`config.mk`:
```
export PLATFORM = sky130hd
export DESIGN_NAME = bgm_fifo
export DESIGN_NICKNAME = d
export VERILOG_FILES = /design/src/sv/bgm_fifo.sv
export SDC_FILE = /design/constraint.sdc
export NUM_CORES = 1
export LEC_CHECK = 0
export BUFFER_PORTS_ARGS = -buffer_cell sky130_fd_sc_hd__buf_2
export CAP_MARGIN = 20
export CORE_ASPECT_RATIO = 0.75
export CORE_MARGIN = 10
export CORE_UTILIZATION = 45
export DETAILED_ROUTE_END_ITERATION = 10
export PLACE_DENSITY_LB_ADDON = 0.12
export SLEW_MARGIN = 5
export SYNTH_ARGS = -nofsm -noshare
export SYNTH_HDL_FRONTEND = slang
export SYNTH_SLANG_ARGS = --single-unit
```
`constraint.sdc`:
```
create_clock -name clk -period 2.9 [get_ports clk]
set_clock_uncertainty 0.05 [all_clocks]
set_input_delay 0.87 -clock clk [delete_from_list [all_inputs] [get_ports clk]]
set_output_delay 0.87 -clock clk [all_outputs]
set_load 0.02 [all_outputs]
```
`src/sv/bgm_fifo.sv`:
```
// two-entry queue carrying finished block sums from the front to the back
`timescale 1ns / 1ps
module bgm_fifo #(
  parameter int W = 34
) (
  input  logic         clk,
  input  logic         rst_n,
  input  logic         push,
  output logic         full,
  input  logic [W-1:0] wdata,
  input  logic         pop,
  output logic         empty,
  output logic [W-1:0] rdata
);
  logic [W-1:0] mem_r [2];
  logic         wptr_r, wptr_nxt;
  logic         rptr_r, rptr_nxt;
  logic [1:0]   cnt_r, cnt_nxt;
  logic         do_push, do_pop;

  assign full    = cnt_r == 2'd2;
  assign empty   = cnt_r == 2'd0;
  assign do_push = push && !full;
  assign do_pop  = pop && !empty;
  assign rdata   = mem_r[rptr_r];

  always_comb begin
    wptr_nxt = do_push ? ~wptr_r : wptr_r;
    rptr_nxt = do_pop ? ~rptr_r : rptr_r;
    cnt_nxt  = cnt_r + {1'b0, do_push} - {1'b0, do_pop};
  end

  always_ff @(posedge clk) begin
    if (do_push) begin
      mem_r[wptr_r] <= wdata;
    end
  end

  always_ff @(posedge clk) begin
    if (!rst_n) begin
      wptr_r <= 1'b0;
      rptr_r <= 1'b0;
      cnt_r  <= 2'd0;
    end else begin
      wptr_r <= wptr_nxt;
      rptr_r <= rptr_nxt;
      cnt_r  <= cnt_nxt;
    end
  end

  a_cnt_bound: assert property (@(posedge clk) disable iff (!rst_n) cnt_r <= 2'd2)
    else $error("queue count out of range");
  a_ptr_gap: assert property (@(posedge clk) disable iff (!rst_n)
    (cnt_r == 2'd0 || cnt_r == 2'd2) |-> (wptr_r == rptr_r))
    else $error("queue pointers disagree with count");
endmodule

```
After elaboration in Yosys (flattened, before gate mapping)
Memory sizes are Yosys's and may differ from the RTL's. A register that Yosys moved wholly into a read port is not among the register bits.
Index checks and enable logic that the tools add are counted.
- $mul: 0
- add/subtract/negate cells: 2
- bitwise gates (word level): 2
- order comparisons: 0
- div/mod/pow operators: 0
- multiplexer cells: 4
- shift operators: 0
- reduce and logical (&&, ||, !) cells: 5
- eq/ne operators: 1
- operators by type and width (operator ; number):
    $mux 1 ; 4
    $add 2x1->2 ; 1
    $eq 2x2->1 const B ; 1
    $logic_and 1x1->1 ; 2
    $logic_not 1->1 ; 2
    $logic_not 2->1 ; 1
    $not 1->1 ; 2
    $sub 2x1->2 ; 1
- flip-flop bits (word level): 4
- bits in read-only memories: 0
- latch bits: 0
- output and inout port bits: 36
- bits in writable memories: 68
- memories kept: 1
- memory list (memory ; depth ; width ; rd ports ; clocked after Yosys merged registers in ; wr ports ; RTL line ; RTL):
    mem_r ; 2 ; 34 ; 1 ; 1 ; 1 ; 15 ; logic [W-1:0] mem_r [2];

Longest topological paths before layout
- depth in word-level cells: 5
- mapped depth: 8

Least setup slack after synthesis
No wires, ideal clock.
- path kind: input to register
- start point: in push
- end point: mem mem_r[0][0], enable pin
- library setup time: 0.425 ns
- setup slack: 0.023 ns
- required time: 2.425 ns
- arrival: 2.401 ns
- stages on the path: 2
- path through: nand2_1 -> nor2_1
- longest elaborated chain between the ends: 3
- ends and longest elaborated chain (element ; RTL line ; RTL):
    start, declared ; 8 ; input logic push,
    $logic_and 1x1->1 ; 23 ; assign do_push = push && !full;
    $mux 1 ; 34 ; if (do_push) begin
    $mux 1 (implied by the code) ; 35 ; mem_r[wptr_r] <= wdata;
    end, declared ; 15 ;
No other way between the ends.

==> qor.txt <==
Final hold violation count = 0
Post-layout min period = 2420 ps
Cell Area, Synth = 0.00284 mm^2
Sink Count = 73
Drt pass-1 iters = 3
Final Cycle Share = 83.6%
Crit path DAT = 1500 ps
Core area = 0.00598 mm^2
Design area = 0.00350 mm^2
Hold Path Class = flop to flop
Setup slack, reg-to-reg = 1110 ps
Antenna Nets Post-Route = 0
Startpoint types = flop
Area post-placement = 0.00329 mm^2
Worst path slowest cell = mux2_2
Dpl ws = 707 ps
Post-synthesis register bit count = 73
Synth Instances = 133
Critical path type = flop to output port
CP bufs+invs = 2
All-Layer GR Usage = 10.0%
Syn Nets = 173
Final WL = 5040 um
Asr flop ratio synth = 0%
Setup TNS Final = 0 ps
Largest net degree at the start of global routing = 35
Remaining Overflow, GRT = 0
Fmax = 0.413 GHz
Top delay family on crit path = buffers and inverters
DP HPWL = 3670 um
Layout cells sized above 1 = 57.7%
Fin. max-slew vios = 0
CP cell instances = buf_4, mux2_2, buf_2
Worst Tran Pin Value = 464 ps
CP peak stage delay = 380 ps
N_diodes = 0
RSZ-0062 raised after global routing = no
Initial antenna violation count = 0
Main synth FF type = edfxtp_1
Crit path max fanout = 18
Total Nets Final = 257
Crit path capture type = output port
Setup slack after layout = 477 ps
Slew Limit Headroom = 69.1%
# port buffers = 73
Finish-stage setup viols = 0
GPL Wtd Cong = 0.724
Area Overhead vs Synth = 23.0%
Die width = 112 um
# IOs = 74
Drt drc = 0
Max-cap check violation count = 0
Initial DRC count = 26
Synth top area share = 71.8%
Die area = 0.00993 mm^2
Die height = 88.8 um
CTS tree = done
Synth top cells by count = edfxtp_1, mux2_4, dfxtp_1, nor2_1, mux2_2
First-pass GRT wire length = 7490 um
Yosys warns = 0
Worst ir drop on vdd = 0.504 mV
Leading area contributor after synthesis = edfxtp_1
Total setup buffers inserted after CTS = 0
H-tree levels = 3
Initial Utilization = 47.6%
Power Density = 946 mW/mm^2
Worst-path clk slew = 70 ps
DR vias/cell = 4.71
Vias in the first global route = 1487
Area contributors post-synth = edfxtp_1, mux2_4, dfxtp_1, buf_12, mux2_2
Syn_area_per_cell = 21.4 um^2
Synth cell types = 18
Routed len/inst = 16.8 um
Sequential share of the synthesized area = 75.4%
WP data required = 1980 ps
P_leak = 1.41 nW
CTS buffer count = 9
Post-CTS sizing = 0
Count leader, synth = edfxtp_1
Clk Tree Root Cell = clkbuf_8
Status = completed
Via count = 1413
Clock Tree Buf Depth = 2
Total power = 3.31 mW
Worst-Skew Late Latency = 330 ps
Post-synth EDFFs = 68
Hold_buf cts = 0
Rows = 24
## report_power, final
| part | leakage (nW) | internal (mW) | switching, mW |
|---|---|---|---|
| sequential | 0.677 | 1.36 | 0.0558 |
| clock | 0.108 | 0.480 | 0.337 |
| combinational | 0.627 | 0.477 | 0.599 |
| total | 1.41 | 2.32 | 0.991 |
## flip-flops by register name (all words and copies together) (netlist names), named ones only
name / flops
cnt_r: 2
mem_r: 68
rptr_r: 1
wptr_r: 1
## worst paths after layout
kind,cells past startpoint,start,to
max reg2reg,8,cnt_r[0],cnt_r[1]
min reg2reg,2,wptr_r,wptr_r
max,3,flop,rdata[2]
min,2,wptr_r,wptr_r
## kinds of logic (layout without fill, tap and decap cells)
family	count (synthesis)	count (layout)	share of synthesized area, %
DFF	73	73	75.4
muxes	35	35	17.8
and+or+nand+nor	13	13	2.20
buffers and inverters	7	96	2.90
adders and majority gates	2	2	0.880
xor gates and xnor gates	2	2	0.616
AOI/OAI and AO/OA	1	1	0.264
## area by class of cell
type / count / area [um^2]
timing repair buffer: 77 / 408
multi-input combinational: 53 / 627
fill: 476 / 2480
clock buffer: 10 / 128
clock inverter: 6 / 82.6
inverter: 3 / 11.3
sequential: 73 / 2140
tap: 78 / 97.6
## worst reg2reg max path, cell delays in order (launching register included)
cell	delay [ps]
dfxtp_1	380
nand2b_1	170
nand2_1	150
ha_1	310
inv_1	40
ha_1	170
xor2_1	150
and2_1	150
nor3_1	130
## per-stage QoR
stage / utilization, % / std cells / hold slack (ps)
6_report: 58.5 / 300 / 478
5_1_grt: 58.5 / 300 / 513
4_1_cts: 58.5 / 300 / 480
3_5_place_dp: 55.0 / 284 / 463
3_3_place_gp: 55.0 / 284 / 446
2_1_floorplan: - / 133 / 405
## layer usage
layer | share of wire (%) | global-route usage (%) | up-vias
met4 | 0.36 | 3.14 | 0
met2 | 53 | 17.5 | 47
met1 | 37 | 9.51 | 690
met5 | 0 | 0 | -
li1 | - | - | 674
met3 | 9.5 | 6.69 | 2
## cell usage in the layout, fill, tap and decap left out, drive strengths merged, types with 2 or more instances in the layout
master / count
and2: 2
inv: 3
nand2b: 2
buf: 77
nand2: 2
clkinv: 4
dfxtp: 5
bufinv: 2
nor2: 5
clkbuf: 10
edfxtp: 68
ha: 2
mux2: 34
(Power assumes the default switching activity.)
