`config.mk`:
```
export PLATFORM = sky130hd
export DESIGN_NAME = bgm_back
export DESIGN_NICKNAME = d
export VERILOG_FILES = /design/src/sv/bgm_pkg.sv /design/src/sv/bgm_back.sv
export SDC_FILE = /design/constraint.sdc
export NUM_CORES = 2
export LEC_CHECK = 0
export BUFFER_PORTS_ARGS = -buffer_cell sky130_fd_sc_hd__buf_2
export CAP_MARGIN = 30
export CORE_UTILIZATION = 60
export DETAILED_ROUTE_END_ITERATION = 8
export PLACE_DENSITY = 0.82
export SLEW_MARGIN = 10
export SYNTH_ARGS = -nofsm -noshare
export SYNTH_HDL_FRONTEND = slang
export SYNTH_SLANG_ARGS = --single-unit
```
`constraint.sdc`:
```
create_clock -name clk -period 10.1 [get_ports clk]
set_clock_uncertainty 0.1 [all_clocks]
set_input_delay 0.505 -clock clk [delete_from_list [all_inputs] [get_ports clk]]
set_output_delay 0.505 -clock clk [all_outputs]
set_load 0.01 [all_outputs]
```
`src/sv/bgm_pkg.sv`:
```
// shared constants, types and the exp2 coefficient table for the geometric mean block
`timescale 1ns / 1ps
package bgm_pkg;

  // configuration register indexes
  localparam logic CFG_WINDOW = 1'b0;
  localparam logic CFG_GAIN   = 1'b1;

  localparam int FRAC_BITS = 16;   // fraction bits of log2 values
  localparam int ACC_BITS  = 31;   // Q1.30 exp2 accumulator, always below 2.0
  localparam int COEF_BITS = 32;

  typedef logic [FRAC_BITS-1:0][COEF_BITS-1:0] exp_tab_t;

  function automatic logic [63:0] isqrt64(input logic [63:0] x_in);
    logic [63:0] x;
    logic [63:0] r;
    logic [63:0] bv;
    x  = x_in;
    r  = '0;
    bv = 64'h1 << 62;
    for (int k = 0; k < 32; k++) begin
      if (x >= r + bv) begin
        x = x - (r + bv);
        r = (r >> 1) + bv;
      end else begin
        r = r >> 1;
      end
      bv = bv >> 2;
    end
    return r;
  endfunction

  // entry i holds 2^(2^-(i+1)) in Q2.30
  function automatic exp_tab_t exp_table();
    logic [63:0] c;
    exp_tab_t    t;
    c = 64'h8000_0000;
    for (int i = 0; i < FRAC_BITS; i++) begin
      c    = isqrt64(c << 30);
      t[i] = c[COEF_BITS-1:0];
    end
    return t;
  endfunction

  localparam exp_tab_t EXP_TAB = exp_table();

endpackage

```
`src/sv/bgm_back.sv`:
```
// block finish: floor divide, exp2, gain scaling and saturation, with result register
`timescale 1ns / 1ps
module bgm_back #(
  parameter int NW = 11,
  parameter int LW = 33
) (
  input  logic         clk,
  input  logic         rst_n,
  input  logic         q_empty,
  output logic         q_pop,
  input  logic [LW:0]  q_rdata,
  input  logic [NW-1:0] n_eff,
  input  logic [15:0]  gain,
  output logic         out_empty,
  input  logic         out_pop,
  output logic [31:0]  out_mean_value
);
  import bgm_pkg::*;

  localparam int IW  = LW - FRAC_BITS;
  localparam int CW  = $clog2(LW);
  localparam int PRW = 16 + ACC_BITS;
  localparam int WW  = PRW + 16;

  typedef enum logic [2:0] {B_IDLE, B_DIV, B_FIX, B_EXP, B_MUL, B_OUT} bstate_t;

  bstate_t              state_r;
  logic [LW-1:0]        a_r;
  logic [NW-1:0]        rem_r;
  logic                 neg_r;
  logic                 zero_r;
  logic [CW-1:0]        dcnt_r;
  logic [FRAC_BITS-1:0] f_r;
  logic signed [IW+1:0] t_r;
  logic [ACC_BITS-1:0]  acc_r;
  logic [3:0]           ecnt_r;
  logic [PRW-1:0]       prod_r;
  logic                 out_valid_r;
  logic [31:0]          out_r;

  logic signed [LW-1:0] sum_in;
  logic [NW:0]          rem_sh;
  logic                 qbit;
  logic signed [LW-1:0] q_val;
  logic signed [IW-1:0] ip;
  logic [63:0]          emul;
  logic [WW-1:0]        wide;
  logic [WW-1:0]        shifted;
  logic [31:0]          v;

  assign sum_in = $signed(q_rdata[LW-1:0]);
  assign q_pop  = state_r == B_IDLE && !q_empty;

  always_comb begin
    rem_sh = {rem_r, a_r[LW-1]};
    qbit   = rem_sh >= {1'b0, n_eff};
    // floor for negative sums: round the magnitude quotient up
    q_val  = neg_r ? -($signed(a_r) + $signed(LW'(rem_r != '0))) : $signed(a_r);
    ip     = q_val[LW-1:FRAC_BITS];
    emul   = 64'(acc_r) * 64'(EXP_TAB[ecnt_r]);
    wide   = {prod_r, 16'b0};
    shifted = wide >> $unsigned(t_r);
    if (zero_r) begin
      v = '0;
    end else if (t_r <= 0) begin
      v = (prod_r == '0) ? 32'd0 : 32'hFFFF_FFFF;
    end else if (t_r >= $signed((IW+2)'(WW))) begin
      v = '0;
    end else if (shifted[WW-1:32] != '0) begin
      v = 32'hFFFF_FFFF;
    end else begin
      v = shifted[31:0];
    end
  end

  assign out_empty      = !out_valid_r;
  assign out_mean_value = out_r;

  always_ff @(posedge clk) begin
    if (!rst_n) begin
      state_r     <= B_IDLE;
      out_valid_r <= 1'b0;
    end else begin
      if (out_pop && out_valid_r) out_valid_r <= 1'b0;
      case (state_r)
        B_IDLE: begin
          if (!q_empty) begin
            neg_r   <= sum_in[LW-1];
            a_r     <= sum_in[LW-1] ? LW'(-sum_in) : LW'(sum_in);
            zero_r  <= q_rdata[LW];
            rem_r   <= '0;
            dcnt_r  <= CW'(LW - 1);
            state_r <= B_DIV;
          end
        end
        B_DIV: begin
          rem_r  <= qbit ? NW'(rem_sh - {1'b0, n_eff}) : rem_sh[NW-1:0];
          a_r    <= {a_r[LW-2:0], qbit};
          dcnt_r <= dcnt_r - CW'(1);
          if (dcnt_r == '0) state_r <= B_FIX;
        end
        B_FIX: begin
          f_r     <= q_val[FRAC_BITS-1:0];
          t_r     <= $signed((IW+2)'(38)) - $signed({{2{ip[IW-1]}}, ip});
          acc_r   <= ACC_BITS'(1) << 30;
          ecnt_r  <= '0;
          state_r <= B_EXP;
        end
        B_EXP: begin
          if (f_r[FRAC_BITS-1]) acc_r <= emul[60:30];
          f_r    <= {f_r[FRAC_BITS-2:0], 1'b0};
          ecnt_r <= ecnt_r + 4'd1;
          if (ecnt_r == 4'd15) state_r <= B_MUL;
        end
        B_MUL: begin
          prod_r  <= PRW'(gain) * PRW'(acc_r);
          state_r <= B_OUT;
        end
        B_OUT: begin
          if (!out_valid_r) begin
            out_r       <= v;
            out_valid_r <= 1'b1;
            state_r     <= B_IDLE;
          end
        end
        default: state_r <= B_IDLE;
      endcase
    end
  end

  a_out_lands: assert property (@(posedge clk) disable iff (!rst_n)
    (state_r == B_OUT && !out_valid_r) |=> out_valid_r)
    else $error("finished result not registered");
  a_zero_result: assert property (@(posedge clk) disable iff (!rst_n)
    (state_r == B_OUT && !out_valid_r && zero_r) |=> (out_r == 32'd0))
    else $error("zero sample block gave nonzero result");
endmodule

```
* Word level (Yosys, flattened, before mapping)
Memory sizes are Yosys's and may differ from the RTL's. A register that Yosys moved wholly into a read port is not among the register bits.
Cells that the tools add are included.
** Word-level totals
- Register bits :: 204
- Memory bits (read-only) :: 512
- Bits in latches :: 0
- Memories kept :: 1
- Output and inout bits :: 34
- Memory bits (writable) :: 0
- Logic and storage cells :: 87
- Input port bits :: 65
** Cells by class
- Reductions and logical operators :: 19
- Bitwise gates (word level) :: 2
- Order comparisons :: 4
- Equality and inequality tests :: 11
- Multiply operators :: 2
- Divide/modulo/power cells :: 0
- $add $sub $neg :: 7
- Mux-type cells :: 27
- Shift-type cells :: 1
** Memories
- (name not given) :: depth 16, width 32, rd ports 1, clocked after Yosys merged registers in 1, wr ports 0, RTL line bgm_back.sv:60 : emul = 64'(acc_r) * 64'(EXP_TAB[ecnt_r]);
** Operators by type and width (count)
- 32-bit two-way mux :: 5
- 33-bit two-way mux :: 3
- 33-bit negator :: 2
- 33-bit case mux with 2 select lines :: 1
- 63-bit by 19-bit right shift with 63-bit output :: 1
- 31-bit case mux with 2 select lines :: 1
- 31-bit by 32-bit multiplier with 61-bit output :: 1
- 47-bit zero test :: 1
- 16-bit by 31-bit multiplier with 47-bit output :: 1
- 33-bit by 2-bit adder with 33-bit output :: 1
- 16-bit case mux with 2 select lines :: 1
- 31-bit two-way mux :: 1
- 31-bit nonzero test :: 1
- 11-bit two-way mux :: 2
- 11-bit case mux with 2 select lines :: 1
- 18-bit by 7-bit greater-or-equal comparator with 1-bit output, second input constant :: 1
- 18-bit by 1-bit less-or-equal comparator with 1-bit output, second input constant :: 1
- 3-bit case mux with 6 select lines :: 1
- 7-bit by 17-bit subtractor with 18-bit output, first input constant :: 1
- 12-bit by 11-bit greater-or-equal comparator with 1-bit output :: 1
- 3-bit two-way mux :: 4
- 6-bit case mux with 2 select lines :: 1
- 3-bit AND reduction :: 4
- 11-bit nonzero test :: 1
- other kinds (21) :: 35

* Longest topological paths before layout
- Depth after elaboration :: 5
- Depth in mapped cells :: 30
- Mapped depth without buffers :: 28

* Worst setup path before layout
No wires, ideal clock.
- Kind :: flip-flop to flip-flop
- From :: reg acc_r[5]
- To :: reg acc_r[29] (data pin)
- Slack :: 2.575 ns
- Clock period less this slack :: 7.525 ns
- Stages on the path, launching flop included :: 26
- Arrival time :: 7.163 ns
- Cells stage by stage :: edfxtp_1 -> clkbuf_1 -> clkbuf_1 -> and2_1 -> fa_1 -> fa_1 -> fa_1 -> inv_1 -> fa_1 -> inv_1 -> fa_1 -> fa_1 -> fa_1 -> inv_1 -> fa_1 -> inv_1 -> ha_1 -> nand4_1 -> a2111o_1 -> a221oi_1 -> o2111ai_1 -> a211o_1 -> a21o_1 -> a31oi_1 -> or3_1 -> nand3_1
** On the way
- Longest elaborated chain between the ends :: 3
** Ends and longest elaborated chain
- from (decl) :: RTL line bgm_back.sv:35 : logic [ACC_BITS-1:0] acc_r;
- from (signal assigned) :: RTL line bgm_back.sv:105 : acc_r <= ACC_BITS'(1) << 30;
- from (signal assigned) :: RTL line bgm_back.sv:110 : if (f_r[FRAC_BITS-1]) acc_r <= emul[60:30];
- 31-bit by 32-bit multiplier with 61-bit output :: RTL line bgm_back.sv:60
- 31-bit two-way mux :: RTL line bgm_back.sv:110
- 31-bit case mux with 2 select lines :: RTL line bgm_back.sv:85 : case (state_r)
Every way passes these cells. The select of a mux whose other input is x is not followed.
A chain may end at the register's enable or synchronous reset.

* Final worst setup path
- From :: reg acc_r[9]
- To :: reg acc_r[22] (data pin)
Same word-level chain as after synthesis.

==> impl_metrics.env <==
export IMPL_status="completed"
export IMPL_die_y_um=321.4
export IMPL_grtUsageTotal_pct=32.00
export IMPL_start_util_pct=60.85
export IMPL_syn_inst=6759
export IMPL_synth_async_reset_ratio_pct=0
export IMPL_synth_commonest_cells="1281 x inv_1, 1210 x fa_1, 1017 x nand2_1"
export IMPL_setup_tns_ns=0
export IMPL_final_nets=8303
export IMPL_antenna_found_initial=16
export IMPL_routed_wl_um=159500
export IMPL_vias_per_cell=5.866
export IMPL_crit_buf_inv=6
export IMPL_cts_root_buf="clkbuf_16"
export IMPL_worst_slew_pin_slew_ns=1.052
export IMPL_first_global_vias=49480
export IMPL_synth_flop_cell="edfxtp_1"
export IMPL_grt_max_degree=63
export IMPL_postPlaceCellArea_sq_um=62630
export IMPL_finalCritPeriodShare_pct=88.45
export IMPL_nFillCells=8084
export IMPL_rows=116
export IMPL_yosysMostFrequentCell="inv_1"
export IMPL_drt_iter0_markers=4313
export IMPL_setup_viol=0
export IMPL_dp_hpwl_um=126800
export IMPL_place_congestion=0.9672
export IMPL_min_path_type="in2reg"
export IMPL_synthDistinctLibCells=101
export IMPL_timing_rr_end="acc_r[22]"
export IMPL_min_from="rst_n"
export IMPL_synth_largest_area_cell="fa_1"
export IMPL_reg2reg_slack_ns=1.17
export IMPL_core_region_area_sq_um=100600
export IMPL_cp_required_ns=10.34
export IMPL_synth_top_family_by_area="adder cells"
export IMPL_netlist_area_sq_um=61210
export IMPL_rsz0062_at_grt="no"
export IMPL_die_w_um=321.4
export IMPL_slew_violations=0
export IMPL_dr_pass1_iters=6
export IMPL_synth_seq_cells=233
export IMPL_crit_family="adder cells"
export IMPL_path_max_fanout=24
export IMPL_post_cts_resized=0
export IMPL_cp_arrival_ns=9.17
export IMPL_synthAdderAreaFrac_pct=48.47
export IMPL_postLayoutCellArea_sq_um=63640
export IMPL_htreeDepth=1
export IMPL_drv_cap=0
export IMPL_cts_sinks=233
export IMPL_min_to="state_r[0]"
export IMPL_cts_buffers=26
export IMPL_reg2regPathDepth=26
export IMPL_synth_area_leaders="fa_1 40%, edfxtp_1 9.8%, ha_1 8.9%, inv_1 7.9%, and2_1 6.8%"
export IMPL_slew_headroom_pct=29.84
export IMPL_port_buffers=98
export IMPL_clk_pin_slew_ns=0.08
export IMPL_hold_depth=2
export IMPL_seq_area_frac_synth_pct=10.89
export IMPL_grt_pass1_wl_um=261800
export IMPL_cts_tree="built"
export IMPL_path_common_cell="fa_1"
export IMPL_synth_xor_area_share_pct=1.903
export IMPL_grt_overflow_total=0
export IMPL_drive_above_1_share_pct=5.762
export IMPL_dieArea_sq_um=103300
export IMPL_cp_slowest_cell="edfxtp_1"
export IMPL_synth_top_area_share_pct=39.58
export IMPL_synthMuxAreaShare_pct=2.637
export IMPL_clockBufferDepth=3
export IMPL_hold_buffers=2
export IMPL_finalHoldViolCount=0
export IMPL_synthToLayoutAreaGrowth_pct=3.976
export IMPL_syn_avg_cell_area_sq_um=9.056
export IMPL_max_freq_ghz=0.1119
export IMPL_cp_end_kind="register"
export IMPL_vias=46810
export IMPL_synth_compound_area_share_pct=8.187
export IMPL_fin_crit_ns=8.933
export IMPL_crit_type="reg2reg"
export IMPL_cts_setup_buffers=0
export IMPL_reg2reg_from="acc_r[9]"
export IMPL_synth_edff_count=200
export IMPL_yosys_warnings=0
export IMPL_synthSimpleGateAreaFrac_pct=17.34
export IMPL_synth_nets=8469
export IMPL_postRouteAntennaNets=0
export IMPL_critPathLaunchType="register"
export IMPL_drc=0
export IMPL_crit_start="acc_r[9]"
export IMPL_wire_per_inst_um=19.99
export IMPL_ioPinCount=99
export IMPL_cpPeakStageDelay_ns=1.03
export IMPL_insertion_delay_ns=0.62
==> cell usage in the layout, fill, tap and decap left out, types with 66 or more instances in the layout <==
cell type,instances
nand2_1,1017
xnor2_1,73
edfxtp_1,200
inv_1,1281
ha_1,435
o21ai_0,167
nor2_1,190
and2_1,661
buf_4,105
mux2i_1,81
fa_1,1210
nor3_1,66
a21oi_1,191
buf_2,98
==> worst reg2reg max path: stages (launching register included) <==
cell       delay [ns]
edfxtp_1         1.03
buf_4            0.45
nand2_1          0.13
fa_1             0.37
inv_1            0.08
fa_1             0.45
fa_1             0.52
inv_1            0.05
fa_1             0.48
inv_1            0.06
fa_1             0.45
ha_1             0.31
fa_1             0.50
inv_1            0.05
fa_1             0.47
inv_1            0.04
ha_1             0.32
a21oi_1          0.17
nor2_1           0.07
a211oi_1         0.38
a221oi_1         0.16
o2111ai_1        0.83
a21oi_1          0.24
a21oi_1          0.36
o2111ai_1        0.25
mux2i_1          0.19
o311ai_0         0.13
==> kinds of logic (layout without fill, tap and decap cells) <==
kind of cell               Yosys count  after routing
adders and majority gates         1645           1645
buffers and inverters             1690           1543
and+or+nand+nor                   2190           2190
DFF                                233            233
AOI/OAI and AO/OA                  744            744
other                                0             11
muxes                              124            124
xor gates and xnor gates           133            133
==> per-layer routing <==
| metal | track usage, % | up-vias | wire [um] |
|---|---|---|---|
| li1 | - | 20630 | - |
| met1 | 43.12 | 23400 | 62730 |
| met2 | 51.69 | 2354 | 74380 |
| met3 | 7.228 | 413 | 16430 |
| met4 | 9.704 | 8 | 5925 |
| met5 | 0 | - | 54 |
==> through the flow <==
| step | worst slack (ns) | hold WS (ns) | instances | util, % |
|---|---|---|---|---|
| 5_1_grt | 0.8919 | 0.07741 | 7973 | 63.26 |
| 3_3_place_gp | 1.359 | 0.3725 | 7912 | 62.20 |
| 4_1_cts | 1.227 | 0.05571 | 7965 | 63.16 |
| 6_report | 1.167 | 0.07805 | 7980 | 63.27 |
| 3_5_place_dp | 1.259 | 0.3809 | 7916 | 62.27 |
| 2_1_floorplan | 2.575 | 0.3518 | 6759 | - |
==> worst max path at each step <==
stage | to | slack [ns] | depth (start not counted)
final | acc_r[22] | 1.17 | 26
after global routing | acc_r[26] | 0.89 | 28
after CTS | acc_r[22] | 1.23 | 29
after detailed placement | acc_r[27] | 1.26 | 29
after global placement | acc_r[22] | 1.36 | 29
after floorplan | acc_r[29] | 2.57 | 25
==> area by class of cell <==
type | instances | area [sq um] | area share (%)
Inverter | 1284 | 4820 | 7.573
Multi-Input combinational cell | 4836 | 48100 | 75.59
Sequential cell | 233 | 6669 | 10.48
Timing Repair Buffer | 212 | 1443 | 2.267
Clock inverter | 14 | 182.7 | 0.2870
Antenna cell | 11 | 27.53 | 0.04325
Tap cell | 1357 | 1698 | 2.668
Clock buffer | 33 | 696.9 | 1.095
Power is left out: the tool's default activity adds up to more than one toggle a clock period on the data nets, which glitch-free logic cannot reach.
